## src/hdl/prap_pkg.sv

```systemverilog
// Shared constants, tables and types for the pivot rotation pipeline.
package prap_pkg;

  // Datapath widths: offsets carry eight guard fraction bits.
  localparam int unsigned CrdW      = 32;
  localparam int unsigned AngInW    = 18;
  localparam int unsigned GuardBits = 8;
  localparam int unsigned DataW     = 44;
  localparam int unsigned AngW      = 34;

  // Angle reduction: residual angle times 2^21 is divided by 45.
  localparam int unsigned SectorDiv = 45;
  localparam int unsigned FracBits  = 21;
  localparam int unsigned RecipMul  = 1456;
  localparam int unsigned RecipSh   = 16;

  // Inverse CORDIC gain limit in Q0.32.
  localparam logic [31:0] GainQ32 = 32'd2608131496;

  localparam logic signed [CrdW-1:0] CrdMax = {1'b0, {(CrdW-1){1'b1}}};
  localparam logic signed [CrdW-1:0] CrdMin = {1'b1, {(CrdW-1){1'b0}}};

  // atan(2^-i) in 2^32-per-turn units, truncated.
  localparam logic [31:0] AtanTab [32] = '{
    32'h20000000, 32'h12E4051E, 32'h09FB385B, 32'h051111D4,
    32'h028B0D43, 32'h0145D7E1, 32'h00A2F61E, 32'h00517C55,
    32'h0028BE53, 32'h00145F2F, 32'h000A2F98, 32'h000517CC,
    32'h00028BE6, 32'h000145F3, 32'h0000A2F9, 32'h0000517C,
    32'h000028BE, 32'h0000145F, 32'h00000A2F, 32'h00000517,
    32'h0000028B, 32'h00000145, 32'h000000A2, 32'h00000051,
    32'h00000028, 32'h00000014, 32'h0000000A, 32'h00000005,
    32'h00000002, 32'h00000001, 32'h00000000, 32'h00000000
  };

  // Fraction part of the binary angle for each remainder modulo 45.
  typedef logic [FracBits-1:0] frac_tab_t [SectorDiv];

  function automatic frac_tab_t build_frac_tab();
    frac_tab_t      tab;
    longint unsigned num;
    for (int r = 0; r < SectorDiv; r++) begin
      num    = (64'(r) << FracBits) + 64'd22;
      tab[r] = FracBits'(num / SectorDiv);
    end
    return tab;
  endfunction

  localparam frac_tab_t FracTab = build_frac_tab();

  // One transaction as it travels down the rotation chain.
  typedef struct packed {
    logic signed [DataW-1:0] x;
    logic signed [DataW-1:0] y;
    logic signed [AngW-1:0]  z;
    logic signed [CrdW-1:0]  cx;
    logic signed [CrdW-1:0]  cy;
  } rot_t;

endpackage

```

## src/hdl/prap_gain.sv

```systemverilog
// Back end: gain compensation, truncation, pivot re-add and saturation.
module prap_gain (
  input  logic                             clk_i,
  input  logic                             rst_ni,
  input  logic                             vld_i,
  output logic                             stall_o,
  input  prap_pkg::rot_t                   rot_i,
  output logic                             vld_o,
  input  logic                             stall_i,
  output logic signed [prap_pkg::CrdW-1:0] rotated_x_o,
  output logic signed [prap_pkg::CrdW-1:0] rotated_y_o,
  output logic                             saturated_o
);

  localparam int unsigned DW   = prap_pkg::DataW;
  localparam int unsigned RW   = DW - prap_pkg::GuardBits + 1;
  localparam int unsigned SumW = RW + 2;

  logic [3:0] vld_q;
  logic [3:0] stl;

  // Propagate stall back from the output register.
  always_comb begin
    stl[3] = vld_q[3] && stall_i;
    stl[2] = vld_q[2] && stl[3];
    stl[1] = vld_q[1] && stl[2];
    stl[0] = vld_q[0] && stl[1];
  end

  assign stall_o = stl[0];
  assign vld_o   = vld_q[3];

  always_ff @(posedge clk_i or negedge rst_ni) begin
    if (!rst_ni) begin
      vld_q <= '0;
    end else begin
      if (!stl[0]) vld_q[0] <= vld_i;
      if (!stl[1]) vld_q[1] <= vld_q[0];
      if (!stl[2]) vld_q[2] <= vld_q[1];
      if (!stl[3]) vld_q[3] <= vld_q[2];
    end
  end

  // Stage 1: split into magnitude and sign.
  logic [DW-1:0]                    mag_x_q, mag_y_q;
  logic                             sx1_q, sy1_q;
  logic signed [prap_pkg::CrdW-1:0] cx1_q, cy1_q;

  always_ff @(posedge clk_i) begin
    if (vld_i && !stl[0]) begin
      mag_x_q <= rot_i.x[DW-1] ? DW'(-rot_i.x) : DW'(rot_i.x);
      mag_y_q <= rot_i.y[DW-1] ? DW'(-rot_i.y) : DW'(rot_i.y);
      sx1_q   <= rot_i.x[DW-1];
      sy1_q   <= rot_i.y[DW-1];
      cx1_q   <= rot_i.cx;
      cy1_q   <= rot_i.cy;
    end
  end

  // Stage 2: partial products of magnitude times gain.
  logic [63:0]                      lok_x, lok_y;
  logic [DW-1:0]                    hik_x, hik_y, hik_x_q, hik_y_q;
  logic [31:0]                      lok_x_q, lok_y_q;
  logic                             sx2_q, sy2_q;
  logic signed [prap_pkg::CrdW-1:0] cx2_q, cy2_q;

  assign lok_x = 64'(mag_x_q[31:0]) * 64'(prap_pkg::GainQ32);
  assign lok_y = 64'(mag_y_q[31:0]) * 64'(prap_pkg::GainQ32);
  assign hik_x = DW'(mag_x_q[DW-1:32]) * DW'(prap_pkg::GainQ32);
  assign hik_y = DW'(mag_y_q[DW-1:32]) * DW'(prap_pkg::GainQ32);

  always_ff @(posedge clk_i) begin
    if (vld_q[0] && !stl[1]) begin
      lok_x_q <= lok_x[63:32];
      lok_y_q <= lok_y[63:32];
      hik_x_q <= hik_x;
      hik_y_q <= hik_y;
      sx2_q   <= sx1_q;
      sy2_q   <= sy1_q;
      cx2_q   <= cx1_q;
      cy2_q   <= cy1_q;
    end
  end

  // Stage 3: sum the products and drop the fraction bits.
  logic [DW:0]                      t_x, t_y;
  logic [RW-1:0]                    r_x_q, r_y_q;
  logic                             sx3_q, sy3_q;
  logic signed [prap_pkg::CrdW-1:0] cx3_q, cy3_q;

  assign t_x = (DW+1)'(hik_x_q) + (DW+1)'(lok_x_q);
  assign t_y = (DW+1)'(hik_y_q) + (DW+1)'(lok_y_q);

  always_ff @(posedge clk_i) begin
    if (vld_q[1] && !stl[2]) begin
      r_x_q <= t_x[DW:prap_pkg::GuardBits];
      r_y_q <= t_y[DW:prap_pkg::GuardBits];
      sx3_q <= sx2_q;
      sy3_q <= sy2_q;
      cx3_q <= cx2_q;
      cy3_q <= cy2_q;
    end
  end

  // Stage 4: re-add the pivot with the sign applied, then clamp.
  logic signed [SumW-1:0]           v_x, v_y, rx_e, ry_e, cx_e, cy_e;
  logic signed [prap_pkg::CrdW-1:0] out_x_d, out_y_d;
  logic                             sat_d;

  always_comb begin
    cx_e = SumW'(cx3_q);
    cy_e = SumW'(cy3_q);
    rx_e = signed'(SumW'(r_x_q));
    ry_e = signed'(SumW'(r_y_q));
    v_x  = sx3_q ? cx_e - rx_e : cx_e + rx_e;
    v_y  = sy3_q ? cy_e - ry_e : cy_e + ry_e;
    sat_d = 1'b0;
    if (v_x > SumW'(prap_pkg::CrdMax)) begin
      out_x_d = prap_pkg::CrdMax;
      sat_d   = 1'b1;
    end else if (v_x < SumW'(prap_pkg::CrdMin)) begin
      out_x_d = prap_pkg::CrdMin;
      sat_d   = 1'b1;
    end else begin
      out_x_d = v_x[prap_pkg::CrdW-1:0];
    end
    if (v_y > SumW'(prap_pkg::CrdMax)) begin
      out_y_d = prap_pkg::CrdMax;
      sat_d   = 1'b1;
    end else if (v_y < SumW'(prap_pkg::CrdMin)) begin
      out_y_d = prap_pkg::CrdMin;
      sat_d   = 1'b1;
    end else begin
      out_y_d = v_y[prap_pkg::CrdW-1:0];
    end
  end

  always_ff @(posedge clk_i) begin
    if (vld_q[2] && !stl[3]) begin
      rotated_x_o <= out_x_d;
      rotated_y_o <= out_y_d;
      saturated_o <= sat_d;
    end
  end

endmodule
```

## config.mk

```make
export PLATFORM = sky130hd
export DESIGN_NAME = prap_gain
export DESIGN_NICKNAME = d
export VERILOG_FILES = /design/src/hdl/prap_pkg.sv /design/src/hdl/prap_gain.sv
export SDC_FILE = /design/constraint.sdc
export NUM_CORES = 2
export LEC_CHECK = 0
export ABC_CLOCK_PERIOD_IN_PS = 7800
export BUFFER_PORTS_ARGS = -buffer_cell sky130_fd_sc_hd__buf_2
export CORE_ASPECT_RATIO = 0.5
export CORE_MARGIN = 2
export CORE_UTILIZATION = 43
export CTS_CLUSTER_SIZE = 40
export DETAILED_ROUTE_END_ITERATION = 8
export SETUP_SLACK_MARGIN = 0.02
export SLEW_MARGIN = 5
export SYNTH_ARGS = -nofsm -noshare
export SYNTH_HDL_FRONTEND = slang
export SYNTH_SLANG_ARGS = --single-unit
export TNS_END_PERCENT = 1
```

## constraint.sdc

```tcl
create_clock -name clk_i -period 7.8 [get_ports clk_i]
set_input_delay 1.17 -clock clk_i [delete_from_list [all_inputs] [get_ports clk_i]]
set_output_delay 1.17 -clock clk_i [all_outputs]
set_load 0.05 [all_outputs]
```

==> run metrics <==
clock sink total 569; final net count 9724; Buffers on Ports 222; Syn-to-layout area delta 11.6%; Longest Clk Path Bufs 3; die area 175000 um2; Post-Place Cells 9531; area of the multi-input gates 49800 um2; #FFs+latches synth 569; fin crit share 98.6%; RR Startpoint mag_x_q[19]; Die Y 297 um; Clk Latency, worst-skew pair 0.70 ns; EDFF count, synth 565; worst r2r path cells 26; FP Rows 107; Final Hold Fails 0; unrepaired setup endpoints after global routing yes; vias per std cell 4.93; Least-Margin Pin Slew 1.17 ns; drt initial violations 2885; most frequently used flop master after synthesis edfxtp_1; GR Overflow Total 0; maxcap violations 0; CTS root buf clkbuf_16; vias in the first global route 49200; Seq/Total Area, Yosys 23.1%; gr usage total 21.1%; Arrival @ worst endpoint 8.14 ns; Slew HR 22.1%; fillcell total 15800; total core area 170000 um2; Synth Instances 6750; Yosys cell types 74; Chip Width 590 um; Clk pin slew, worst setup/hold paths 0.07 ns; Critical Path End lok_x_q[24]; CTS tree done; final setup vio count 0; Setup Crit Path Kind flop to flop; Final Non-Filler Cells 9650; FF/Latch Area 17100 um2; via count 47500; HP Class primary input to asynchronous set/reset pin; Fmax 130 MHz; first-pass GRT wire length 283 mm; 1st-pass router iterations 5; crit path launch type flop; Worst Setup SP mag_x_q[19]; Mapped Nets 9162; Worst Setup End Kind flop; IO Count 257; H-tree levels 2; Max Slew Vio Count 0; Total Wirelength 182 mm; antenna violations before repair 16; status finished clean; time the worst path needs with I/O delays and setup 7.69 ns; syn avg cell area 10.9 um2; setup slack, reg-to-reg 0.11 ns; Initial Util 43.3%; pin count of the biggest net entering global routing 141; reg2reg end lok_x_q[24]; ys async rst share 0.703%; cts-stage hold buffer count 0; Worst Path Required 8.25 ns; Clock Skew 0.0432 ns; share of cells above drive strength 1 9.88%; drt wl/cell 18.8 um; number of antenna-violating nets in the routed design 0; Mapped Area 73900 um2; Worst Path Max Fanout 4; hpwl dp 159 mm; CTS Buf Count 58; DRC 0; yosys warns 0; RePlAce Congestion 0.956
repair_timing:
item / 4_1_cts / 5_1_grt
buffers inserted: 4 / 6
pin swaps: 2 / 17
setup endpoints to repair: 16 / 38
resized for setup: 15 / 46
worst max-delay path, stage by stage, from the launching register on:
cell	delay (ns)
edfxtp_1	0.51
ha_1	0.43
inv_1	0.08
fa_1	0.51
fa_1	0.52
fa_1	0.57
inv_1	0.07
fa_1	0.55
fa_1	0.42
fa_1	0.49
inv_1	0.05
fa_1	0.47
inv_1	0.04
ha_1	0.30
nand4_1	0.17
buf_4	0.19
a211oi_2	0.19
a221o_1	0.20
a21oi_2	0.09
o221ai_4	0.28
a2111oi_4	0.11
buf_4	0.15
o31a_1	0.31
o311a_4	0.35
o21bai_1	0.17
a21boi_1	0.10
xnor2_1	0.13
worst min path at each step:
| stage | to | slack, ns | depth (start not counted) |
|---|---|---|---|
| after global routing | vld_q[0] | 0.25 | 1 |
| after floorplan | cx2_q[0] | 0.40 | 0 |
| after CTS | vld_q[0] | 0.23 | 1 |
| after global placement | cy3_q[16] | 0.40 | 0 |
| after detailed placement | cx2_q[5] | 0.40 | 0 |
| final | vld_q[0] | 0.29 | 1 |
cell type report:
cell class / count / share of cell area [%]
diodes: 6 / 0.0182
clock buffers: 65 / 1.79
clock inverters: 38 / 0.519
inverters: 1890 / 8.61
multi-input cells: 4238 / 60.4
flip-flops and latches: 569 / 20.7
well taps: 2289 / 3.47
repair buffers: 555 / 4.50
kinds of logic (layout without fill, tap and decap cells):
family | count (synthesis) | after routing | share of synthesized area, %
fa+ha+maj | 2222 | 2222 | 49.5
buf+inv | 1943 | 2548 | 9.89
compound gates | 856 | 856 | 7.43
simple gates | 766 | 766 | 5.35
flops | 569 | 569 | 23.1
xor+xnor | 389 | 389 | 4.61
mux | 5 | 5 | 0.0711
other cells | 0 | 6 | 0
flip-flops by register name, summed over array words and instances (netlist names), 37 cells and up:
name / count
mag_y_q: 44
r_y_q: 37
r_x_q: 37
hik_x_q: 41
hik_y_q: 41
mag_x_q: 44
placed cells by master (no fill, tap or decap), types with 44 or more instances in the layout:
cell          n
buf_2       222
nand3_1      63
nor2_1      194
xnor2_1     301
ha_1       1043
nand2b_1     44
buf_4       324
a21o_1      147
nor3_1       71
nand2_1     136
xor2_1       88
o21ai_0     153
inv_1      1880
a21oi_1     258
edfxtp_1    565
fa_1       1171
clkbuf_16    58
per-stage QoR:
step	area, um2	setup WS, ns	utilization, %	setup TNS [ns]	hold WS (ns)
final	82400	0.112	48.4	0	0.285
after global routing	82400	-0.165	48.4	-1.29	0.246
after CTS	82200	0.00710	48.2	0	0.227
after detailed placement	80200	-0.266	47.0	-1.14	0.405
after global placement	80200	-0.225	47.0	-0.622	0.401
after floorplan	73900	0.114	-	0	0.400
cells in the mapped netlist, types with 37 or more instances:
master / n / share of area [%]
a21o_1: 147 / 1.5
a21oi_1: 261 / 1.8
clkbuf_1: 47 / 0.24
edfxtp_1: 565 / 23
fa_1: 1172 / 32
ha_1: 1050 / 18
inv_1: 1890 / 9.6
nand2_1: 137 / 0.70
nand2b_1: 44 / 0.37
nand3_1: 63 / 0.43
nor2_1: 195 / 0.99
nor2b_1: 37 / 0.31
nor3_1: 71 / 0.48
o21a_1: 38 / 0.39
o21ai_0: 159 / 1.1
xnor2_1: 301 / 3.6
xor2_1: 88 / 1.0
metal layers:
layer | global-route usage [%] | vias to the layer above | routed length, um
li1 | - | 22800 | -
met1 | 29.7 | 23600 | 84500
met2 | 33.9 | 855 | 84200
met3 | 3.13 | 226 | 8060
met4 | 5.63 | 2 | 5130
met5 | 0 | - | 13
Power is not shown: default switching activity piles up to over one toggle a cycle in this logic, so the estimate is an artifact.
