File: src/hdl/prap_pkg.sv
// Shared constants, tables and types for the pivot rotation pipeline.
package prap_pkg;

  // Datapath widths: offsets carry eight guard fraction bits.
  localparam int unsigned CrdW      = 32;
  localparam int unsigned AngInW    = 18;
  localparam int unsigned GuardBits = 8;
  localparam int unsigned DataW     = 44;
  localparam int unsigned AngW      = 34;

  // Angle reduction: residual angle times 2^21 is divided by 45.
  localparam int unsigned SectorDiv = 45;
  localparam int unsigned FracBits  = 21;
  localparam int unsigned RecipMul  = 1456;
  localparam int unsigned RecipSh   = 16;

  // Inverse CORDIC gain limit in Q0.32.
  localparam logic [31:0] GainQ32 = 32'd2608131496;

  localparam logic signed [CrdW-1:0] CrdMax = {1'b0, {(CrdW-1){1'b1}}};
  localparam logic signed [CrdW-1:0] CrdMin = {1'b1, {(CrdW-1){1'b0}}};

  // atan(2^-i) in 2^32-per-turn units, truncated.
  localparam logic [31:0] AtanTab [32] = '{
    32'h20000000, 32'h12E4051E, 32'h09FB385B, 32'h051111D4,
    32'h028B0D43, 32'h0145D7E1, 32'h00A2F61E, 32'h00517C55,
    32'h0028BE53, 32'h00145F2F, 32'h000A2F98, 32'h000517CC,
    32'h00028BE6, 32'h000145F3, 32'h0000A2F9, 32'h0000517C,
    32'h000028BE, 32'h0000145F, 32'h00000A2F, 32'h00000517,
    32'h0000028B, 32'h00000145, 32'h000000A2, 32'h00000051,
    32'h00000028, 32'h00000014, 32'h0000000A, 32'h00000005,
    32'h00000002, 32'h00000001, 32'h00000000, 32'h00000000
  };

  // Fraction part of the binary angle for each remainder modulo 45.
  typedef logic [FracBits-1:0] frac_tab_t [SectorDiv];

  function automatic frac_tab_t build_frac_tab();
    frac_tab_t      tab;
    longint unsigned num;
    for (int r = 0; r < SectorDiv; r++) begin
      num    = (64'(r) << FracBits) + 64'd22;
      tab[r] = FracBits'(num / SectorDiv);
    end
    return tab;
  endfunction

  localparam frac_tab_t FracTab = build_frac_tab();

  // One transaction as it travels down the rotation chain.
  typedef struct packed {
    logic signed [DataW-1:0] x;
    logic signed [DataW-1:0] y;
    logic signed [AngW-1:0]  z;
    logic signed [CrdW-1:0]  cx;
    logic signed [CrdW-1:0]  cy;
  } rot_t;

endpackage

File: src/hdl/prap_cell.sv
// One CORDIC micro-rotation cell of the rotation chain.
module prap_cell #(
  parameter int unsigned STAGE = 0
) (
  input  logic           clk_i,
  input  logic           rst_ni,
  input  logic           vld_i,
  output logic           stall_o,
  input  prap_pkg::rot_t rot_i,
  output logic           vld_o,
  input  logic           stall_i,
  output prap_pkg::rot_t rot_o
);

  localparam logic signed [prap_pkg::AngW-1:0] Atan =
    {{(prap_pkg::AngW-32){1'b0}}, prap_pkg::AtanTab[STAGE]};

  logic                              vld_q;
  logic signed [prap_pkg::DataW-1:0] xs, ys;
  prap_pkg::rot_t                    rot_d, rot_q;

  // Rotate toward zero residual angle.
  always_comb begin
    xs    = rot_i.x >>> STAGE;
    ys    = rot_i.y >>> STAGE;
    rot_d = rot_i;
    if (!rot_i.z[prap_pkg::AngW-1]) begin
      rot_d.x = rot_i.x - ys;
      rot_d.y = rot_i.y + xs;
      rot_d.z = rot_i.z - Atan;
    end else begin
      rot_d.x = rot_i.x + ys;
      rot_d.y = rot_i.y - xs;
      rot_d.z = rot_i.z + Atan;
    end
  end

  assign stall_o = vld_q && stall_i;
  assign vld_o   = vld_q;
  assign rot_o   = rot_q;

  // Advance unless the next cell holds.
  always_ff @(posedge clk_i or negedge rst_ni) begin
    if (!rst_ni) begin
      vld_q <= 1'b0;
    end else if (!stall_o) begin
      vld_q <= vld_i;
    end
  end

  always_ff @(posedge clk_i) begin
    if (vld_i && !stall_o) begin
      rot_q <= rot_d;
    end
  end

endmodule

File: config.mk
export PLATFORM = sky130hd
export DESIGN_NAME = prap_cell
export DESIGN_NICKNAME = d
export VERILOG_FILES = /design/src/hdl/prap_pkg.sv /design/src/hdl/prap_cell.sv
export SDC_FILE = /design/constraint.sdc
export NUM_CORES = 1
export LEC_CHECK = 0
export ABC_AREA = 1
export BUFFER_PORTS_ARGS = -buffer_cell sky130_fd_sc_hd__buf_2
export CORE_ASPECT_RATIO = 1.1
export CORE_MARGIN = 1.5
export CORE_UTILIZATION = 35
export DETAILED_ROUTE_END_ITERATION = 7
export GPL_ROUTABILITY_DRIVEN = 0
export HOLD_SLACK_MARGIN = 0.03
export PLACE_DENSITY_LB_ADDON = 0.15
export SLEW_MARGIN = 20
export SYNTH_ARGS = -nofsm -noshare
export SYNTH_HDL_FRONTEND = slang
export SYNTH_SLANG_ARGS = --single-unit
File: constraint.sdc
create_clock -name clk_i -period 25.3 [get_ports clk_i]
set_input_delay 1.265 -clock clk_i [delete_from_list [all_inputs] [get_ports clk_i]]
set_output_delay 1.265 -clock clk_i [all_outputs]
set_load 0.02 [all_outputs]
==> results.tsv, run 1 <==
metric	value	unit
Core Region	47800	um2
post-synthesis cell type count	42	
Post-CTS Hold Buffers	0	
CP Capture Type	flop	
worst hold path class	reg -> reg	
clk buf depth	2	
clock-pin slew on the worst setup and hold paths	0.10	ns
first-pass GRT wire length	99300	um
worst slew pin tran	0.943	ns
Nets	3194	
worst reg2reg endpoint	rot_o[106]	
most common cell after layout, fill and taps aside	nand2_1	
Initial DRC Count	1707	
initial antenna violation count	3	
postcts setup bufs	0	
Die Span X	213	um
post-layout util	41.6	%
worst-skew pair later-pin latency	0.48	ns
period utilisation layout	14.6	%
Peak VDD IR	40.0	uV
Syn Std Cell Area	17000	um2
WHS	0.495	ns
post-synthesis net count	2851	
Sum Neg Setup Slack	0	ns
PostCTS Resize Cnt	0	
drt total wl	68100	um
antenna viol nets, final	0	
Die Area	49800	um2
Avg Inst Size Synth	6.72	um2
R2R Setup Slk	22.71	ns
CTS tree	yes	
Layout Skew	0.0223	ns
post-layout instance area	19900	um2
area delta synth->final	17.4	%
share of cells above drive strength 1	17.5	%
Vias	17800	
Reg area	5580	um2
Yosys reg bits	186	
drt first pass iters	6	
CP Launch Type	input port	
Die Span Y	234	um
Clock Sinks	186	
Fin. Hold Viols	0	
Fmax	0.271	GHz
fin crit period	3.68	ns
Final Slew Violations	0	
fillcell total	5021	
Port Buffers	377	
sequential share of the synthesized area	32.9	%
CTS Root Cell	clkbuf_16	
crit path kind	in -> reg	
reg2reg start	vld_o	
YS warnings	0	
Tot GR Track Use	27.0	%
most frequent cells in the layout	907 x nand2_1, 449 x inv_1, 377 x buf_2	
post-detail-place hpwl	57300	um
routed len/inst	19.3	um
average vias per placed instance	5.05	
post-route DRC violation count	0	
Post-DP Area	19300	um2
Multi-input gate area	9290	um2
R2R cell count	5	
Initial Util	35.5	%
Hold Path Stages	2	
# setup viols final	0	
post-synthesis cell count	2525	
status	completed	
crit-path max FO	6	
Critical Path AT	3.90	ns
Max Cap Viol	0	
pwr dens	51.9	nW/um2
vias in the first global route	16900	
headroom to the max-slew limit	37.1	%
Critical Path RT	25.52	ns
unrepaired setup endpoints after global routing	no	
Hold EP	vld_o	
largest net degree at the start of global routing	74	
TritonCTS buffer count	17	
# IOs	378	
HP Start	vld_o	
Lkg Pwr	10.6	nW
H-tree depth	4	
std cell rows	84	
GRT Residual Overflow	0	
-- cells by family after synthesis --
family | share of synthesized area [%]
multiplexers | 0.118
AND/OR/NAND/NOR | 35.1
buffers and inverters | 12.4
XOR/XNOR | 1.60
flip-flops | 32.9
AO/OA/AOI/OAI | 7.73
adder cells (fa/ha/maj) | 10.2
-- worst max path at each step --
stage	endpoint	slack, ns	startpoint
CTS	rot_o[120]	21.83	rot_i[98]
global route	rot_o[120]	21.59	rot_i[98]
finish	rot_o[128]	21.62	rot_i[98]
global placement	rot_o[128]	21.33	rot_i[98]
detailed placement	rot_o[128]	21.32	rot_i[98]
floorplan	rot_o[0]	15.43	stall_i
-- synthesized netlist by cell type, drive strengths merged --
cell type / number / share of area (%)
o211ai: 4 / 0.21
nand4: 17 / 0.63
a21oi: 116 / 3.6
nor3: 10 / 0.30
o22ai: 8 / 0.30
and3: 1 / 0.037
fa: 4 / 0.47
a21o: 1 / 0.044
buf: 51 / 2.1
mux2i: 2 / 0.12
o21a: 3 / 0.13
o21ai: 66 / 2.2
nand3b: 6 / 0.27
nand2: 923 / 21
o21bai: 29 / 1.3
dfrtp: 1 / 0.15
xor2: 30 / 1.5
inv: 453 / 10
and2: 5 / 0.18
ha: 132 / 9.7
nand3: 231 / 7.0
nor2: 231 / 5.8
edfxtp: 185 / 33
or2: 6 / 0.22
xnor2: 1 / 0.052
clkinv: 1 / 0.022
clkbuf: 8 / 0.18
-- layer usage --
metal	track usage [%]	part of all wire (%)	up-vias
met5	0	0.010	-
met4	14.0	5.2	2
met3	5.26	8.1	157
met2	46.6	48	882
met1	31.5	39	8170
li1	-	-	8586
-- registers in the layout, summed over array words and instances, names as in the netlist --
name	flops
rot_o	185
vld_o	1
-- report_power, final --
part           leakage [nW]  switching (W)  total [W]  internal [W]
clock                 0.287       0.000140   0.000280      0.000140
sequential             1.78     0.00000640   0.000378      0.000372
combinational          8.56       0.000267   0.000374      0.000107
total                  10.6       0.000413    0.00103      0.000619
-- cell type report --
type | instances | share of cell area, %
sequential | 186 | 28.0
antenna | 1 | 0.0126
timing repair buffer | 383 | 9.71
inverter | 454 | 8.56
multi-input combinational | 1826 | 46.7
clock buffer | 17 | 2.14
clock inverter | 15 | 0.817
tap | 645 | 4.05
-- critical path, stage by stage --
cell and delay, ns:
buf_2 0.11, inv_1 0.04, ha_1 0.30, fa_1 0.65, inv_1 0.25, nand2_1 0.08, nand3_1 0.27, inv_1 0.15
o21ai_2 0.33, nand2_1 0.12, nand2_1 0.08, nand2_1 0.05, nand3_1 0.07, nand2_1 0.11
-- per-stage QoR --
step	setup slack [ns]	power, W	instances
finish	21.62	0.00103	3527
detailed placement	21.32	0.000751	3494
global route	21.59	0.00109	3527
floorplan	15.43	0.000626	2525
CTS	21.83	0.00103	3526
global placement	21.33	0.000749	3494
Power figures use the tool's default switching activity.
==> inputs of run 2 (changes only) <==
clock period = 3 ns   (was 25.3 ns; I/O delays follow)
==> run 2 against run 1 <==
- worst hold slack worse by 0.43 ns
- power grew to 8.7 times the previous value
- clock skew is 0.0032 ns higher
- sequential share of layout area is 1.7 points lower
- via count is 2.6% higher
- utilization is 2.7 points higher
- worst setup slack worse by 21 ns
- combinational power grew to 8.8 times the previous value
- first-iteration DRC count is 2.3% lower
- critical path depth stayed put
- register-to-register slack worse by 22 ns
- largest power group is now combinational cells
==> results.tsv, run 2 (same netlist as run 1, synthesis figures left out) <==
metric	value	unit	change
Layout Skew	0.0255	ns	+0.00324 ns
Clock Sinks	186		unchanged
Final Slew Violations	0		unchanged
fin cells	3648		+3.4%
area delta synth->final	24.8	%	
fin crit period	2.49	ns	
Comb power frac	36.7	%	+0.5 points
Fin. Hold Viols	0		unchanged
crit-path max FO	5		-1
DP Worst Slack	0.126	ns	-21.20 ns
# setup viols final	0		unchanged
Initial DRC Count	1668		-2.3%
Peak VDD IR	323	uV	+710%
fillcell total	4983		-0.76%
Port Buffers	377		unchanged
CP Launch Type	input port		
most common cell after layout, fill and taps aside	nand2_1		
post-layout util	44.3	%	+2.7 points
post-detail-place hpwl	57900	um	+1.1%
worst hold path class	in -> reg		
share of cells above drive strength 1	17.7	%	+0.23 points
Tot GR Track Use	27.1	%	+0.18 points
Final WS setup	0.515	ns	-21.10 ns
sequential power share	35.8	%	-0.8 points
largest net degree at the start of global routing	89		+20%
period utilisation layout	82.8	%	
CTS tree	yes		
WHS	0.0652	ns	-0.430 ns
worst slew pin tran	0.937	ns	-0.00611 ns
Sum Neg Setup Slack	0	ns	unchanged
drt first pass iters	6		unchanged
std cell rows	84		unchanged
H-tree depth	4		unchanged
first-pass GRT wire length	99900	um	+0.61%
most frequent cells in the layout	906 x nand2_1, 448 x inv_1, 377 x buf_2		
antenna viol nets, final	0		unchanged
Internal Power	0.00545	W	+780%
average vias per placed instance	5.00		-0.85%
Critical Path RT	3.23	ns	-22.29 ns
CTS Root Cell	clkbuf_16		
status	completed		
Psw	0.00348	W	+740%
post-route DRC violation count	0		unchanged
Initial Util	35.5	%	unchanged
initial antenna violation count	1		-2
drt total wl	69200	um	+1.6%
GRT Residual Overflow	0		unchanged
clock-pin slew on the worst setup and hold paths	0.10	ns	about the same
clock share of power	27.5	%	+0.3 points
Die Span X	213	um	unchanged
Reg area	5580	um2	about the same
clk buf depth	2		unchanged
crit path kind	in -> reg		
pwr dens	422	nW/um2	+710%
Critical Path AT	2.72	ns	-1.18 ns
routed len/inst	19.0	um	-1.7%
sw frac	39.0	%	-1.0 points
Core Region	47800	um2	unchanged
Die Span Y	234	um	unchanged
Multi-input gate area	9290	um2	about the same
unrepaired setup endpoints after global routing	no		
Lkg Pwr	11.2	nW	+5.3%
# placed instances	3517		+0.66%
max FFs per register	185		unchanged
Die Area	49800	um2	unchanged
Nets	3315		+3.8%
TritonCTS buffer count	17		unchanged
CP Capture Type	flop		
worst-skew pair later-pin latency	0.48	ns	about the same
headroom to the max-slew limit	37.4	%	+0.26 points
Fmax	0.402	GHz	
Max Cap Viol	0		unchanged
PostCTS Resize Cnt	0		unchanged
# IOs	378		unchanged
vias in the first global route	17400		+3.0%
Vias	18300		+2.6%
-- run 2: changes by cell type in the layout (fill, tap and decap cells not counted), sizes merged --
cell,before,now
buf,383,406
clkinvlp,1,0
bufinv,1,2
inv,460,462
dlygate4sd3,0,98
clkinv,7,5
-- run 2: critical path, cell delays in order --
cell and delay [ns]:
buf_2 0.10, inv_1 0.04, ha_1 0.28, fa_1 0.57, inv_1 0.34, nand2_1 0.11
nand3_1 0.24, inv_1 0.12, o21ai_2 0.29, nand2_1 0.15, nand2_1 0.08, nand2_1 0.04
nand3_1 0.07, nand2_1 0.10
-- run 2: layout make-up --
type | count | area share (%)
clock buffer | 17 | 2.01
timing repair buffer | 504 | 14.9
antenna | 1 | 0.0118
multi-input combinational | 1826 | 43.9
tap | 645 | 3.81
clock inverter | 15 | 0.922
inverter | 454 | 8.06
sequential | 186 | 26.4
-- run 2: power by group through the flow --
| stage | combinational [W] | sequential, W | clock [W] |
|---|---|---|---|
| final | 0.00328 | 0.00320 | 0.00245 |
| after global routing | 0.00357 | 0.00322 | 0.00260 |
| after detailed placement | 0.00312 | 0.00326 | 0 |
| after floorplan | 0.00174 | 0.00351 | 0 |
| after global placement | 0.00310 | 0.00326 | 0 |
| after CTS | 0.00324 | 0.00320 | 0.00253 |
-- run 2: stage by stage --
stage | power (W) | cell area, um2
after floorplan | 0.00525 | 17000
after global placement | 0.00636 | 19600
after detailed placement | 0.00638 | 19600
after CTS | 0.00897 | 21200
after global routing | 0.00939 | 21200
final | 0.00893 | 21200
-- run 2: repair_timing --
action,CTS,global route
endpoints found under the hold margin,96,0
buffers inserted,0,0
hold buffers,98,0
-- run 2: path summary, 6_finish.rpt --
path / start / end / slack [ns] / cells after the start
max reg2reg: vld_o / rot_o[132] / 1.09 / 4
max: rot_i[142] / rot_o[172] / 0.51 / 14
min: rot_i[94] / rot_o[94] / 0.07 / 2
min reg2reg: vld_o / rot_o[90] / 0.88 / 3
min in group asynchronous: rst_ni / vld_o / 0.52 / 3
max in group asynchronous: rst_ni / vld_o / 2.36 / 3
-- run 2: routing by layer --
layer / GRT usage [%] / wire length [um]
met1: 31.5 / 27200
met2: 47.5 / 32900
met3: 4.10 / 5030
met4: 15.5 / 4070
met5: 0 / 0
