==> config.mk <==
export PLATFORM = sky130hd
export DESIGN_NAME = prap_prep
export DESIGN_NICKNAME = d
export VERILOG_FILES = /design/src/hdl/prap_pkg.sv /design/src/hdl/prap_prep.sv
export SDC_FILE = /design/constraint.sdc
export NUM_CORES = 1
export LEC_CHECK = 0
export BUFFER_PORTS_ARGS = -buffer_cell sky130_fd_sc_hd__buf_2
export CAP_MARGIN = 20
export CORE_ASPECT_RATIO = 1.1
export CORE_UTILIZATION = 48
export DETAILED_ROUTE_END_ITERATION = 6
export GPL_ROUTABILITY_DRIVEN = 0
export GPL_TIMING_DRIVEN = 1
export PLACE_DENSITY = 0.73
export SLEW_MARGIN = 25
export SYNTH_ARGS = -nofsm -noshare
export SYNTH_HDL_FRONTEND = slang
export SYNTH_SLANG_ARGS = --single-unit
==> constraint.sdc <==
create_clock -name clk_i -period 39.7 [get_ports clk_i]
set_input_delay 9.925 -clock clk_i [delete_from_list [all_inputs] [get_ports clk_i]]
set_output_delay 9.925 -clock clk_i [all_outputs]
set_load 0.03 [all_outputs]
==> src/hdl/prap_pkg.sv <==
// Shared constants, tables and types for the pivot rotation pipeline.
package prap_pkg;

  // Datapath widths: offsets carry eight guard fraction bits.
  localparam int unsigned CrdW      = 32;
  localparam int unsigned AngInW    = 18;
  localparam int unsigned GuardBits = 8;
  localparam int unsigned DataW     = 44;
  localparam int unsigned AngW      = 34;

  // Angle reduction: residual angle times 2^21 is divided by 45.
  localparam int unsigned SectorDiv = 45;
  localparam int unsigned FracBits  = 21;
  localparam int unsigned RecipMul  = 1456;
  localparam int unsigned RecipSh   = 16;

  // Inverse CORDIC gain limit in Q0.32.
  localparam logic [31:0] GainQ32 = 32'd2608131496;

  localparam logic signed [CrdW-1:0] CrdMax = {1'b0, {(CrdW-1){1'b1}}};
  localparam logic signed [CrdW-1:0] CrdMin = {1'b1, {(CrdW-1){1'b0}}};

  // atan(2^-i) in 2^32-per-turn units, truncated.
  localparam logic [31:0] AtanTab [32] = '{
    32'h20000000, 32'h12E4051E, 32'h09FB385B, 32'h051111D4,
    32'h028B0D43, 32'h0145D7E1, 32'h00A2F61E, 32'h00517C55,
    32'h0028BE53, 32'h00145F2F, 32'h000A2F98, 32'h000517CC,
    32'h00028BE6, 32'h000145F3, 32'h0000A2F9, 32'h0000517C,
    32'h000028BE, 32'h0000145F, 32'h00000A2F, 32'h00000517,
    32'h0000028B, 32'h00000145, 32'h000000A2, 32'h00000051,
    32'h00000028, 32'h00000014, 32'h0000000A, 32'h00000005,
    32'h00000002, 32'h00000001, 32'h00000000, 32'h00000000
  };

  // Fraction part of the binary angle for each remainder modulo 45.
  typedef logic [FracBits-1:0] frac_tab_t [SectorDiv];

  function automatic frac_tab_t build_frac_tab();
    frac_tab_t      tab;
    longint unsigned num;
    for (int r = 0; r < SectorDiv; r++) begin
      num    = (64'(r) << FracBits) + 64'd22;
      tab[r] = FracBits'(num / SectorDiv);
    end
    return tab;
  endfunction

  localparam frac_tab_t FracTab = build_frac_tab();

  // One transaction as it travels down the rotation chain.
  typedef struct packed {
    logic signed [DataW-1:0] x;
    logic signed [DataW-1:0] y;
    logic signed [AngW-1:0]  z;
    logic signed [CrdW-1:0]  cx;
    logic signed [CrdW-1:0]  cy;
  } rot_t;

endpackage

==> src/hdl/prap_prep.sv <==
// Front end: pivot offset, angle folding and binary-angle conversion.
module prap_prep (
  input  logic                                 clk_i,
  input  logic                                 rst_ni,
  input  logic                                 vld_i,
  output logic                                 stall_o,
  input  logic signed [prap_pkg::CrdW-1:0]     point_x_i,
  input  logic signed [prap_pkg::CrdW-1:0]     point_y_i,
  input  logic signed [prap_pkg::CrdW-1:0]     pivot_x_i,
  input  logic signed [prap_pkg::CrdW-1:0]     pivot_y_i,
  input  logic signed [prap_pkg::AngInW-1:0]   turn_angle_i,
  output logic                                 vld_o,
  input  logic                                 stall_i,
  output prap_pkg::rot_t                       rot_o
);

  localparam logic signed [18:0] TurnA    = 19'sd92160;
  localparam logic signed [18:0] HalfA    = 19'sd46080;
  localparam logic signed [18:0] QuarterA = 19'sd23040;
  localparam int unsigned        PadW     = prap_pkg::DataW - 34 - prap_pkg::GuardBits;

  logic [3:0] vld_q;
  logic [3:0] stl;

  // Propagate stall back from the output stage.
  always_comb begin
    stl[3] = vld_q[3] && stall_i;
    stl[2] = vld_q[2] && stl[3];
    stl[1] = vld_q[1] && stl[2];
    stl[0] = vld_q[0] && stl[1];
  end

  assign stall_o = stl[0];
  assign vld_o   = vld_q[3];

  always_ff @(posedge clk_i or negedge rst_ni) begin
    if (!rst_ni) begin
      vld_q <= '0;
    end else begin
      if (!stl[0]) vld_q[0] <= vld_i;
      if (!stl[1]) vld_q[1] <= vld_q[0];
      if (!stl[2]) vld_q[2] <= vld_q[1];
      if (!stl[3]) vld_q[3] <= vld_q[2];
    end
  end

  // Stage A: offsets, fold into one turn, quarter-turn pre-rotation.
  logic signed [33:0] px, py, cx, cy, dx, dy, ndx, ndy, xo, yo;
  logic signed [18:0] a0, a1, a2, amag;
  prap_pkg::rot_t     rot_a_d, rot_a_q;
  logic [14:0]        nmag_a_d, nmag_a_q;
  logic               neg_a_d, neg_a_q;

  always_comb begin
    px  = 34'(point_x_i);
    py  = 34'(point_y_i);
    cx  = 34'(pivot_x_i);
    cy  = 34'(pivot_y_i);
    dx  = px - cx;
    dy  = py - cy;
    ndx = cx - px;
    ndy = cy - py;
    a0  = 19'(turn_angle_i);
    if (a0 >= HalfA) begin
      a1 = a0 - TurnA;
    end else if (a0 < -HalfA) begin
      a1 = a0 + TurnA;
    end else begin
      a1 = a0;
    end
    if (a1 > QuarterA) begin
      xo = ndy;
      yo = dx;
      a2 = a1 - QuarterA;
    end else if (a1 < -QuarterA) begin
      xo = dy;
      yo = ndx;
      a2 = a1 + QuarterA;
    end else begin
      xo = dx;
      yo = dy;
      a2 = a1;
    end
    neg_a_d    = a2[18];
    amag       = neg_a_d ? -a2 : a2;
    nmag_a_d   = amag[14:0];
    rot_a_d.x  = {{PadW{xo[33]}}, xo, {prap_pkg::GuardBits{1'b0}}};
    rot_a_d.y  = {{PadW{yo[33]}}, yo, {prap_pkg::GuardBits{1'b0}}};
    rot_a_d.z  = '0;
    rot_a_d.cx = pivot_x_i;
    rot_a_d.cy = pivot_y_i;
  end

  always_ff @(posedge clk_i) begin
    if (vld_i && !stl[0]) begin
      rot_a_q  <= rot_a_d;
      nmag_a_q <= nmag_a_d;
      neg_a_q  <= neg_a_d;
    end
  end

  // Stage B: quotient estimate by 45 through a reciprocal multiply.
  logic [25:0]    prod_b;
  logic [9:0]     q0_b_q;
  logic [14:0]    nmag_b_q;
  logic           neg_b_q;
  prap_pkg::rot_t rot_b_q;

  assign prod_b = 26'(nmag_a_q) * 26'(prap_pkg::RecipMul);

  always_ff @(posedge clk_i) begin
    if (vld_q[0] && !stl[1]) begin
      q0_b_q   <= prod_b[prap_pkg::RecipSh +: 10];
      nmag_b_q <= nmag_a_q;
      neg_b_q  <= neg_a_q;
      rot_b_q  <= rot_a_q;
    end
  end

  // Stage C: remainder and one-step quotient correction.
  logic [15:0]    rem_full;
  logic [6:0]     rem0;
  logic [9:0]     q_c_d, q_c_q;
  logic [5:0]     r_c_d, r_c_q;
  logic           neg_c_q;
  prap_pkg::rot_t rot_c_q;

  always_comb begin
    rem_full = 16'(nmag_b_q) - 16'(q0_b_q) * 16'(prap_pkg::SectorDiv);
    rem0     = rem_full[6:0];
    if (rem0 >= 7'(prap_pkg::SectorDiv)) begin
      q_c_d = q0_b_q + 10'd1;
      r_c_d = 6'(rem0 - 7'(prap_pkg::SectorDiv));
    end else begin
      q_c_d = q0_b_q;
      r_c_d = rem0[5:0];
    end
  end

  always_ff @(posedge clk_i) begin
    if (vld_q[1] && !stl[2]) begin
      q_c_q   <= q_c_d;
      r_c_q   <= r_c_d;
      neg_c_q <= neg_b_q;
      rot_c_q <= rot_b_q;
    end
  end

  // Stage D: assemble the binary angle and restore its sign.
  logic [30:0]                      zmag;
  logic signed [prap_pkg::AngW-1:0] zs;
  prap_pkg::rot_t                   rot_d_d, rot_d_q;

  always_comb begin
    zmag      = {q_c_q, prap_pkg::FracTab[r_c_q]};
    zs        = prap_pkg::AngW'(zmag);
    rot_d_d   = rot_c_q;
    rot_d_d.z = neg_c_q ? -zs : zs;
  end

  always_ff @(posedge clk_i) begin
    if (vld_q[2] && !stl[3]) begin
      rot_d_q <= rot_d_d;
    end
  end

  assign rot_o = rot_d_q;

  a_residual_bound: assert property (@(posedge clk_i) disable iff (!rst_ni)
    vld_q[0] |-> nmag_a_q <= 15'd23040)
    else $error("residual angle exceeds a quarter turn");

  a_remainder_bound: assert property (@(posedge clk_i) disable iff (!rst_ni)
    vld_q[2] |-> r_c_q < 6'(prap_pkg::SectorDiv))
    else $error("angle remainder not reduced below 45");

endmodule

==> results.md, run 1 <==
* Status: finished clean
* Top FF cell, synth: sky130_fd_sc_hd__edfxtp_1
* DP HPWL at 55,100 µm
* Total routing usage reported by global routing at 21.9%
* Endpoints failing hold at 0
* 1st-pass router iterations at 7
* Maximum number of pins on one net before global-route repair at 148
* Sum Neg Setup Slack at 0 ns
* MaxCap Viol Count at 0
* CTS clock-pin slew for the worst setup and hold paths at 0.06 ns
* Synthesis-to-layout area growth at 13.9%
* Count of pins over their slew limit at 0
* Vias in the first global route at 20,700
* Path category of the worst min-delay check: reg2reg
* Starting density of the core at 48.9%
* Skew-Pair Late Insertion Delay at 0.66 ns
* Length in cells of the worst reg-to-reg path at 17
* Multiplexer fraction of the synthesized cell area at 0.426%
* Top cell type's share of synthesized area at 56.7%
* Leak at 15.0 nW
* Number of distinct standard cells referenced by the synthesized netlist at 98
* Post-DR vias/cell at 5.64
* Slew of the pin with the lowest slew margin at 1.02 ns
* Worst Path Required at 29.77 ns
* Crit path arrival time at 10.71 ns
* Sum of routed wire length over all layers at 75,200 µm
* Nature of the critical path endpoint: output pin
* Clock buffer depth at 3
* Launch point of the worst hold path: rot_a_q[161]$_DFFE_PP_
* Number of cell rows at 98
* Layer carrying the most global-route usage: met2
* WHS Path Cells at 0
* Via Count at 21,300
* Worst relative slew slack at 31.3%
* Final net count at 3,265
* Synthesis-stage register bit count at 609
* Port Buf Inserts at 321
* Finished Core Util at 55.7%
* Clock Tree Root: sky130_fd_sc_hd__clkbuf_16
* Delay of the slowest cell on the worst path at 0.26 ns
* Combinational family with the most area after synthesis: compound AO/OA/AOI/OAI gates
* Basic-gate share of the synthesized area counting and, or, nand and nor cells at 7.00%
* Post-DRT Antenna Nets at 0
* Global-route congestion overflow total at 0
* Wire length of the first global-routing pass at 115,000 µm
* Fraction of final layout cells sized beyond drive strength 1 at 17.5%
* Vertical extent of the die at 273 µm
* Met3 layer usage reported by global route at 4.82%
* Synth Area in Compound Gates at 15.1%
* Total of warnings raised by yosys at 0
* RSZ-0062 raised after global routing: false
* Highest attainable clock frequency at 48.5 MHz
* Worst flop-to-flop path startpoint: nmag_a_q[6]$_DFFE_PP_
* Post-synth top area cell: sky130_fd_sc_hd__edfxtp_1
* GRT met1 Usage at 29.8%
* GR met2 Demand/Resource at 34.5%
* Hold-fix buffers at CTS at 0
* CP cell instances: buf_2 > and3_1 > nand3_1 > inv_1 > buf_2
* Horiz. Die Dim at 248 µm
* Wire per inst at 19.9 µm
* Area share of xor/xnor cells in the synthesized design at 4.37%
* Synthesized cell area at 32,000 µm²
* Type of element launching the critical path: input port
* Syn Area/Cell at 12.4 µm²
* Iteration-0 DRC Markers at 1,775
* Post-route clock period utilization at 52.0%
* Placed Cells incl. Taps at 3,651
* Gate count after technology mapping at 2,585
* Setup fix buffers added after clock tree synthesis at 0
* Post-cts repair resize count at 0
* Crit Path Class: in2out
* Areal power density over the cells at 74.8 nW/µm²
* Final Setup Violations at 0
* Core Box Area at 65,500 µm²
* Hold Worst Slack at 0.397 ns
* Peak supply drop at 0.117 mV
* CTS tree: yes
* Slowest cell on crit path: sky130_fd_sc_hd__and3_1
* Total power at 2.73 mW
* Post-route insts no fill at 3,782
* Arithmetic-cell share of the synthesized area counting full adders, half adders and majority gates at 10.8%
* Initial antenna violation count at 35
* Sink of the worst hold path: rot_b_q[161]$_DFFE_PP_
* Synth async-reset ratio at 0.657%
* Most frequent CP cell: sky130_fd_sc_hd__buf_2
* Number of enable-type register cells in the synthesized netlist at 605
* Number of top-level pins at 338
* Final Skew at 0.0379 ns
* Final period demand of the worst path at 20.64 ns
* Worst flop-to-flop path endpoint: q0_b_q[9]$_DFFE_PP_
* Total clock sinks at 609
* Number of remaining DRC errors at 0
* Main area contributors after synthesis: sky130_fd_sc_hd__edfxtp_1 (57%), sky130_fd_sc_hd__ha_1 (8.2%), sky130_fd_sc_hd__inv_1 (3.2%)
* Num CTS Buffers at 60
* Largest driver fanout on the critical path at 4
* Clock H-tree levels at 2
* Die Footprint at 67,700 µm²
* Sequential fraction of the synthesis area at 57.1%
* FF-to-FF setup slack at 34.81 ns
==> where the power goes <==
| part | switching (mW) | internal, mW |
|---|---|---|
| sequential | 0.0604 | 0.909 |
| clock | 0.252 | 0.353 |
| combinational | 0.685 | 0.468 |
| total | 0.997 | 1.73 |
==> per-layer routing <==
metal	share of wire, %	vias to the layer above
met1	42	10200
met5	0.19	-
li1	-	10000
met2	46	935
met4	3.0	26
met3	8.9	189
==> area by class of cell <==
type                    instances  area, µm²
diodes                         22       55.1
fillers                      5347      29000
inverters                     272       1020
clock inverters                43        618
flip-flops and latches        609      18300
multi-input cells            1585      12200
repair buffers                336       1750
clock buffers                  65       1520
well taps                     850       1060
==> worst max-delay path, delay by kind of cell <==
| family | cells | cell delay (ns) |
|---|---|---|
| simple gates | 2 | 0.41 |
| buf+inv | 3 | 0.38 |
==> flip-flops by register name, indices dropped and copies added, names as in the netlist <==
signal	count
neg_c_q	1
r_c_q	6
nmag_b_q	7
neg_b_q	1
q_c_q	10
rot_a_q	130
neg_a_q	1
rot_o	164
rot_b_q	130
q0_b_q	10
vld_q	4
rot_c_q	130
nmag_a_q	15
==> kinds of logic after synthesis <==
logic type | after synthesis
flip-flops | 609
XOR/XNOR | 158
buffers and inverters | 406
AO/OA/AOI/OAI | 688
other | 1
multiplexers | 12
adder cells (fa/ha/maj) | 251
AND/OR/NAND/NOR | 460
==> through the flow <==
step	setup WS [ns]	instance area, µm²
2_1_floorplan	17.05	32100
3_3_place_gp	19.07	34200
3_5_place_dp	19.06	34200
4_1_cts	19.05	36400
5_1_grt	19.01	36400
6_report	19.06	36500
==> synthesized netlist by cell type (28+ instances only) <==
cell	instances
sky130_fd_sc_hd__a21oi_1	140
sky130_fd_sc_hd__xnor2_1	109
sky130_fd_sc_hd__xor2_1	47
sky130_fd_sc_hd__a21o_1	92
sky130_fd_sc_hd__o22ai_1	45
sky130_fd_sc_hd__nor2_1	116
sky130_fd_sc_hd__buf_4	28
sky130_fd_sc_hd__edfxtp_1	605
sky130_fd_sc_hd__a221oi_1	31
sky130_fd_sc_hd__o21ai_0	111
sky130_fd_sc_hd__fa_1	42
sky130_fd_sc_hd__inv_1	270
sky130_fd_sc_hd__ha_1	209
sky130_fd_sc_hd__nand2_1	153
sky130_fd_sc_hd__buf_2	32
sky130_fd_sc_hd__clkbuf_1	60
sky130_fd_sc_hd__nor2b_1	30
sky130_fd_sc_hd__nand2b_1	34
==> cells in the final DEF (no fill, tap or decap), drive strengths merged, types with 19 or more instances in the layout <==
cell,n
clkinv,24
buf,336
diode,22
a221oi,32
o221ai,22
fa,42
o211ai,19
edfxtp,605
o21a,22
xor2,47
clkbuf,65
inv,274
xnor2,111
a21o,92
a21oi,141
o221a,19
nand3,23
nor2b,30
o22ai,45
nand2b,34
o31ai,19
ha,209
o21ai,122
nor2,117
nand2,154
==> worst max-delay path by stage <==
stage,depth (start not counted),to,from
6_report,5,stall_o,stall_i
5_1_grt,5,stall_o,stall_i
4_1_cts,5,stall_o,stall_i
3_5_place_dp,5,stall_o,stall_i
3_3_place_gp,5,stall_o,stall_i
2_1_floorplan,1,rot_o[0]$_DFFE_PP_,stall_i
No activity file was read; power rests on OpenSTA's default activity.
==> run 2, diff against run 1 <==
--- a/config.mk
+++ b/config.mk
@@ -5,6 +5,7 @@
 export SDC_FILE = /design/constraint.sdc
 export NUM_CORES = 1
 export LEC_CHECK = 0
+export ABC_AREA = 1
 export BUFFER_PORTS_ARGS = -buffer_cell sky130_fd_sc_hd__buf_2
 export CAP_MARGIN = 20
 export CORE_ASPECT_RATIO = 1.1
@@ -12,7 +13,7 @@
 export DETAILED_ROUTE_END_ITERATION = 6
 export GPL_ROUTABILITY_DRIVEN = 0
 export GPL_TIMING_DRIVEN = 1
-export PLACE_DENSITY = 0.73
+export PLACE_DENSITY = 0.76
 export SLEW_MARGIN = 25
 export SYNTH_ARGS = -nofsm -noshare
 export SYNTH_HDL_FRONTEND = slang
==> constraint.sdc (replaced) <==
create_clock -name clk_i -period 17.89 [get_ports clk_i]
set_input_delay 4.4725 -clock clk_i [delete_from_list [all_inputs] [get_ports clk_i]]
set_output_delay 4.4725 -clock clk_i [all_outputs]
set_load 0.03 [all_outputs]
==> results.md, run 2 <==
* Gate count after technology mapping at 3,099 (+20%)
* Leak at 16.1 nW (+7.4%)
* Top FF cell, synth: sky130_fd_sc_hd__edfxtp_1
* Fill cell total of the finished layout at 5,754 (+7.6%)
* Sum Neg Setup Slack at 0 ns (unchanged)
* Synthesis-to-layout area growth at 14.0% (about the same)
* Synth Area in Compound Gates at 10.6% (-4.5 points)
* Nature of the critical path endpoint: output pin
* Top cell type's share of synthesized area at 55.4% (-1.3 points)
* Clock buffer depth at 3 (unchanged)
* Area post-placement at 35,100 µm² (+2.4%)
* Wire length of the first global-routing pass at 120,000 µm (+3.9%)
* Worst flop-to-flop path startpoint: q0_b_q[0]$_DFFE_PP_
* Endpoints failing hold at 0 (unchanged)
* Sequential fraction of the synthesis area at 55.7% (-1.3 points)
* Final net count at 3,804 (+17%)
* Setup fix buffers added after clock tree synthesis at 0 (unchanged)
* Path category of the worst min-delay check: reg2reg
* Final standard cell area without fillers at 37,300 µm² (+2.5%)
* Peak supply drop at 0.395 mV (+240%)
* Core Box Area at 67,600 µm² (+3.2%)
* Iteration-0 DRC Markers at 1,994 (+12%)
* CTS tree: yes
* Post-cts repair resize count at 0 (unchanged)
* Worst Path Required at 13.42 ns (-16.35 ns)
* Areal power density over the cells at 168 nW/µm² (+120%)
* Top library cells by usage in the layout, fill and taps aside: sky130_fd_sc_hd__edfxtp_1 (605), sky130_fd_sc_hd__inv_1 (493), sky130_fd_sc_hd__nand2_1 (421), sky130_fd_sc_hd__buf_2 (321), sky130_fd_sc_hd__a21oi_1 (246)
* Sink of the worst hold path: rot_o[175]$_DFFE_PP_
* Die Footprint at 69,300 µm² (+2.3%)
* Vertical extent of the die at 276 µm (+1.2%)
* Type of element launching the critical path: input port
* Maximum number of pins on one net before global-route repair at 156 (+5.4%)
* Clock Tree Root: sky130_fd_sc_hd__clkbuf_16
* Fraction of final layout cells sized beyond drive strength 1 at 13.6% (-3.9 points)
* Main area contributors after synthesis: sky130_fd_sc_hd__edfxtp_1 (55%), sky130_fd_sc_hd__ha_1 (8.0%), sky130_fd_sc_hd__inv_1 (5.7%)
* Wire per inst at 18.1 µm (-9.0%)
* Top-count cell post-synth: sky130_fd_sc_hd__edfxtp_1
* Syn Area/Cell at 10.6 µm² (-15%)
* Post-DR vias/cell at 5.32 (-5.7%)
* FF-to-FF setup slack at 13.40 ns (-21.41 ns)
* Largest driver fanout on the critical path at 3 (-1)
* Post-synth top area cell: sky130_fd_sc_hd__edfxtp_1
* MaxCap Viol Count at 0 (unchanged)
* Flip-flop count of the largest register, all copies and words added at 164 (unchanged)
* Clock H-tree levels at 3 (+1)
* Synthesis-stage register bit count at 609 (unchanged)
* Length in cells of the worst reg-to-reg path at 14 (-3)
* Count of pins over their slew limit at 0 (unchanged)
* Num CTS Buffers at 66 (+10%)
* Slew of the pin with the lowest slew margin at 0.959 ns (-0.0574 ns)
* Worst setup slack before clock tree synthesis at 7.81 ns (-11.24 ns)
* Area taken by multi-input logic gates at 12,100 µm² (-0.12%)
* Total routing usage reported by global routing at 22.3% (+0.45 points)
* Number of cell rows at 100 (+2.0%)
* Port Buf Inserts at 321 (unchanged)
* Post-DRT Antenna Nets at 0 (unchanged)
* Skew-Pair Late Insertion Delay at 0.63 ns (-0.03 ns)
* DP HPWL at 59,800 µm (+8.6%)
* Post-route clock period utilization at 56.4%
* Multiplexer fraction of the synthesized cell area at 0.183% (-0.24 points)
* Global-route congestion overflow total at 0 (unchanged)
* Number of remaining DRC errors at 6 (+6)
* Most common library cell in the layout ignoring fill and taps: sky130_fd_sc_hd__edfxtp_1
* Basic-gate share of the synthesized area counting and, or, nand and nor cells at 9.87% (+2.9 points)
* Arithmetic-cell share of the synthesized area counting full adders, half adders and majority gates at 10.5% (-0.25 points)
* Worst relative slew slack at 36.1% (+4.7 points)
* Crit Path Class: in2out
* Number of distinct standard cells referenced by the synthesized netlist at 55 (-44%)
* Initial antenna violation count at 32 (-8.6%)
* Starting density of the core at 48.5% (-0.39 points)
* Worst flop-to-flop path endpoint: q_c_q[6]$_DFFE_PP_
* Sum of routed wire length over all layers at 78,500 µm (+4.4%)
* Launch point of the worst hold path: rot_c_q[175]$_DFFE_PP_
* Total of warnings raised by yosys at 0 (unchanged)
* Area share of xor/xnor cells in the synthesized design at 5.59% (+1.2 points)
* Status: finished, violations left
* Highest attainable clock frequency at 99.1 MHz
* Synthesized cell area at 32,800 µm² (+2.4%)
* Worst setup margin at 7.80 ns (-11.26 ns)
* Number of enable-type register cells in the synthesized netlist at 605 (unchanged)
* Vias in the first global route at 21,900 (+6.0%)
* Number of top-level pins at 338 (unchanged)
* Final Setup Violations at 0 (unchanged)
* Hold-fix buffers at CTS at 0 (unchanged)
* 1st-pass router iterations at 7 (unchanged)
* Total clock sinks at 609 (unchanged)
* CTS clock-pin slew for the worst setup and hold paths at 0.06 ns (about the same)
* Synth async-reset ratio at 0.657% (unchanged)
* Horiz. Die Dim at 251 µm (+1.2%)
* Failing checks: DRC
* Seq. cell area at 18,300 µm² (unchanged)
* Final period demand of the worst path at 10.09 ns
* Crit path arrival time at 5.62 ns (-5.09 ns)
* WHS Path Cells at 0 (unchanged)
* Final Skew at 0.0324 ns (-0.00557 ns)
* Combinational family with the most area after synthesis: compound AO/OA/AOI/OAI gates
* List of most frequent post-synthesis cells: sky130_fd_sc_hd__edfxtp_1 (605), sky130_fd_sc_hd__inv_1 (494), sky130_fd_sc_hd__nand2_1 (421)
* RSZ-0062 raised after global routing: false
* Via Count at 23,100 (+8.2%)
[run 2: where the power goes]
group	internal, mW	total [mW]	leakage (nW)	switching (mW)
Clock	0.797	1.38	1.06	0.582
Sequential	2.05	2.17	5.90	0.126
Combinational	0.960	2.72	9.15	1.76
Total	3.81	6.28	16.1	2.47
[run 2: area by class of cell]
type	count	area share (%)
clock inverters	43	1.47
diodes	20	0.134
well taps	867	2.90
multi-input cells	1898	32.5
clock buffers	73	4.49
flip-flops and latches	609	48.9
inverters	501	5.06
repair buffers	327	4.52
[run 2: how the worst max path moves through the flow]
| stage | from | to | slack [ns] | cells past startpoint |
|---|---|---|---|---|
| global route | stall_i | stall_o | 7.70 | 8 |
| finish | stall_i | stall_o | 7.80 | 8 |
| detailed placement | stall_i | stall_o | 7.81 | 8 |
| global placement | stall_i | stall_o | 7.84 | 8 |
| floorplan | stall_i | rot_o[0]$_DFFE_PP_ | 4.97 | 1 |
| CTS | stall_i | stall_o | 7.81 | 8 |
[run 2: critical path, stage by stage]
cell and delay, ns:
sky130_fd_sc_hd__buf_2 0.11, sky130_fd_sc_hd__nand2_1 0.07, sky130_fd_sc_hd__nor2_1 0.10, sky130_fd_sc_hd__inv_1 0.07
sky130_fd_sc_hd__nor2_1 0.21, sky130_fd_sc_hd__inv_1 0.12, sky130_fd_sc_hd__nor2_1 0.21, sky130_fd_sc_hd__buf_2 0.25
[run 2: per-layer routing]
layer  vias to the layer above  wire length, µm  track usage [%]
met1                     10800            31600             28.1
met2                       976            37200             36.6
met5                         -              129                0
li1                      11100                -                -
met3                       218             6060             4.40
met4                        20             3570             11.6
[run 2: logic make-up after synthesis]
| logic type | count (synthesis) |
|---|---|
| AOI/OAI and AO/OA | 627 |
| xor gates and xnor gates | 209 |
| adders and majority gates | 251 |
| buffers and inverters | 607 |
| DFF | 609 |
| muxes | 6 |
| other | 1 |
| and+or+nand+nor | 789 |
[run 2: metrics by stage]
| step | std cells | power, mW | hold slack (ns) | util (%) |
|---|---|---|---|---|
| global placement | 4202 | 4.81 | 0.400 | 51.9 |
| finish | 4338 | 6.28 | 0.398 | 55.3 |
| detailed placement | 4202 | 4.91 | 0.405 | 51.9 |
| CTS | 4318 | 6.30 | 0.392 | 55.2 |
| floorplan | 3114 | 4.32 | 0.400 | - |
| global route | 4335 | 6.74 | 0.411 | 55.3 |
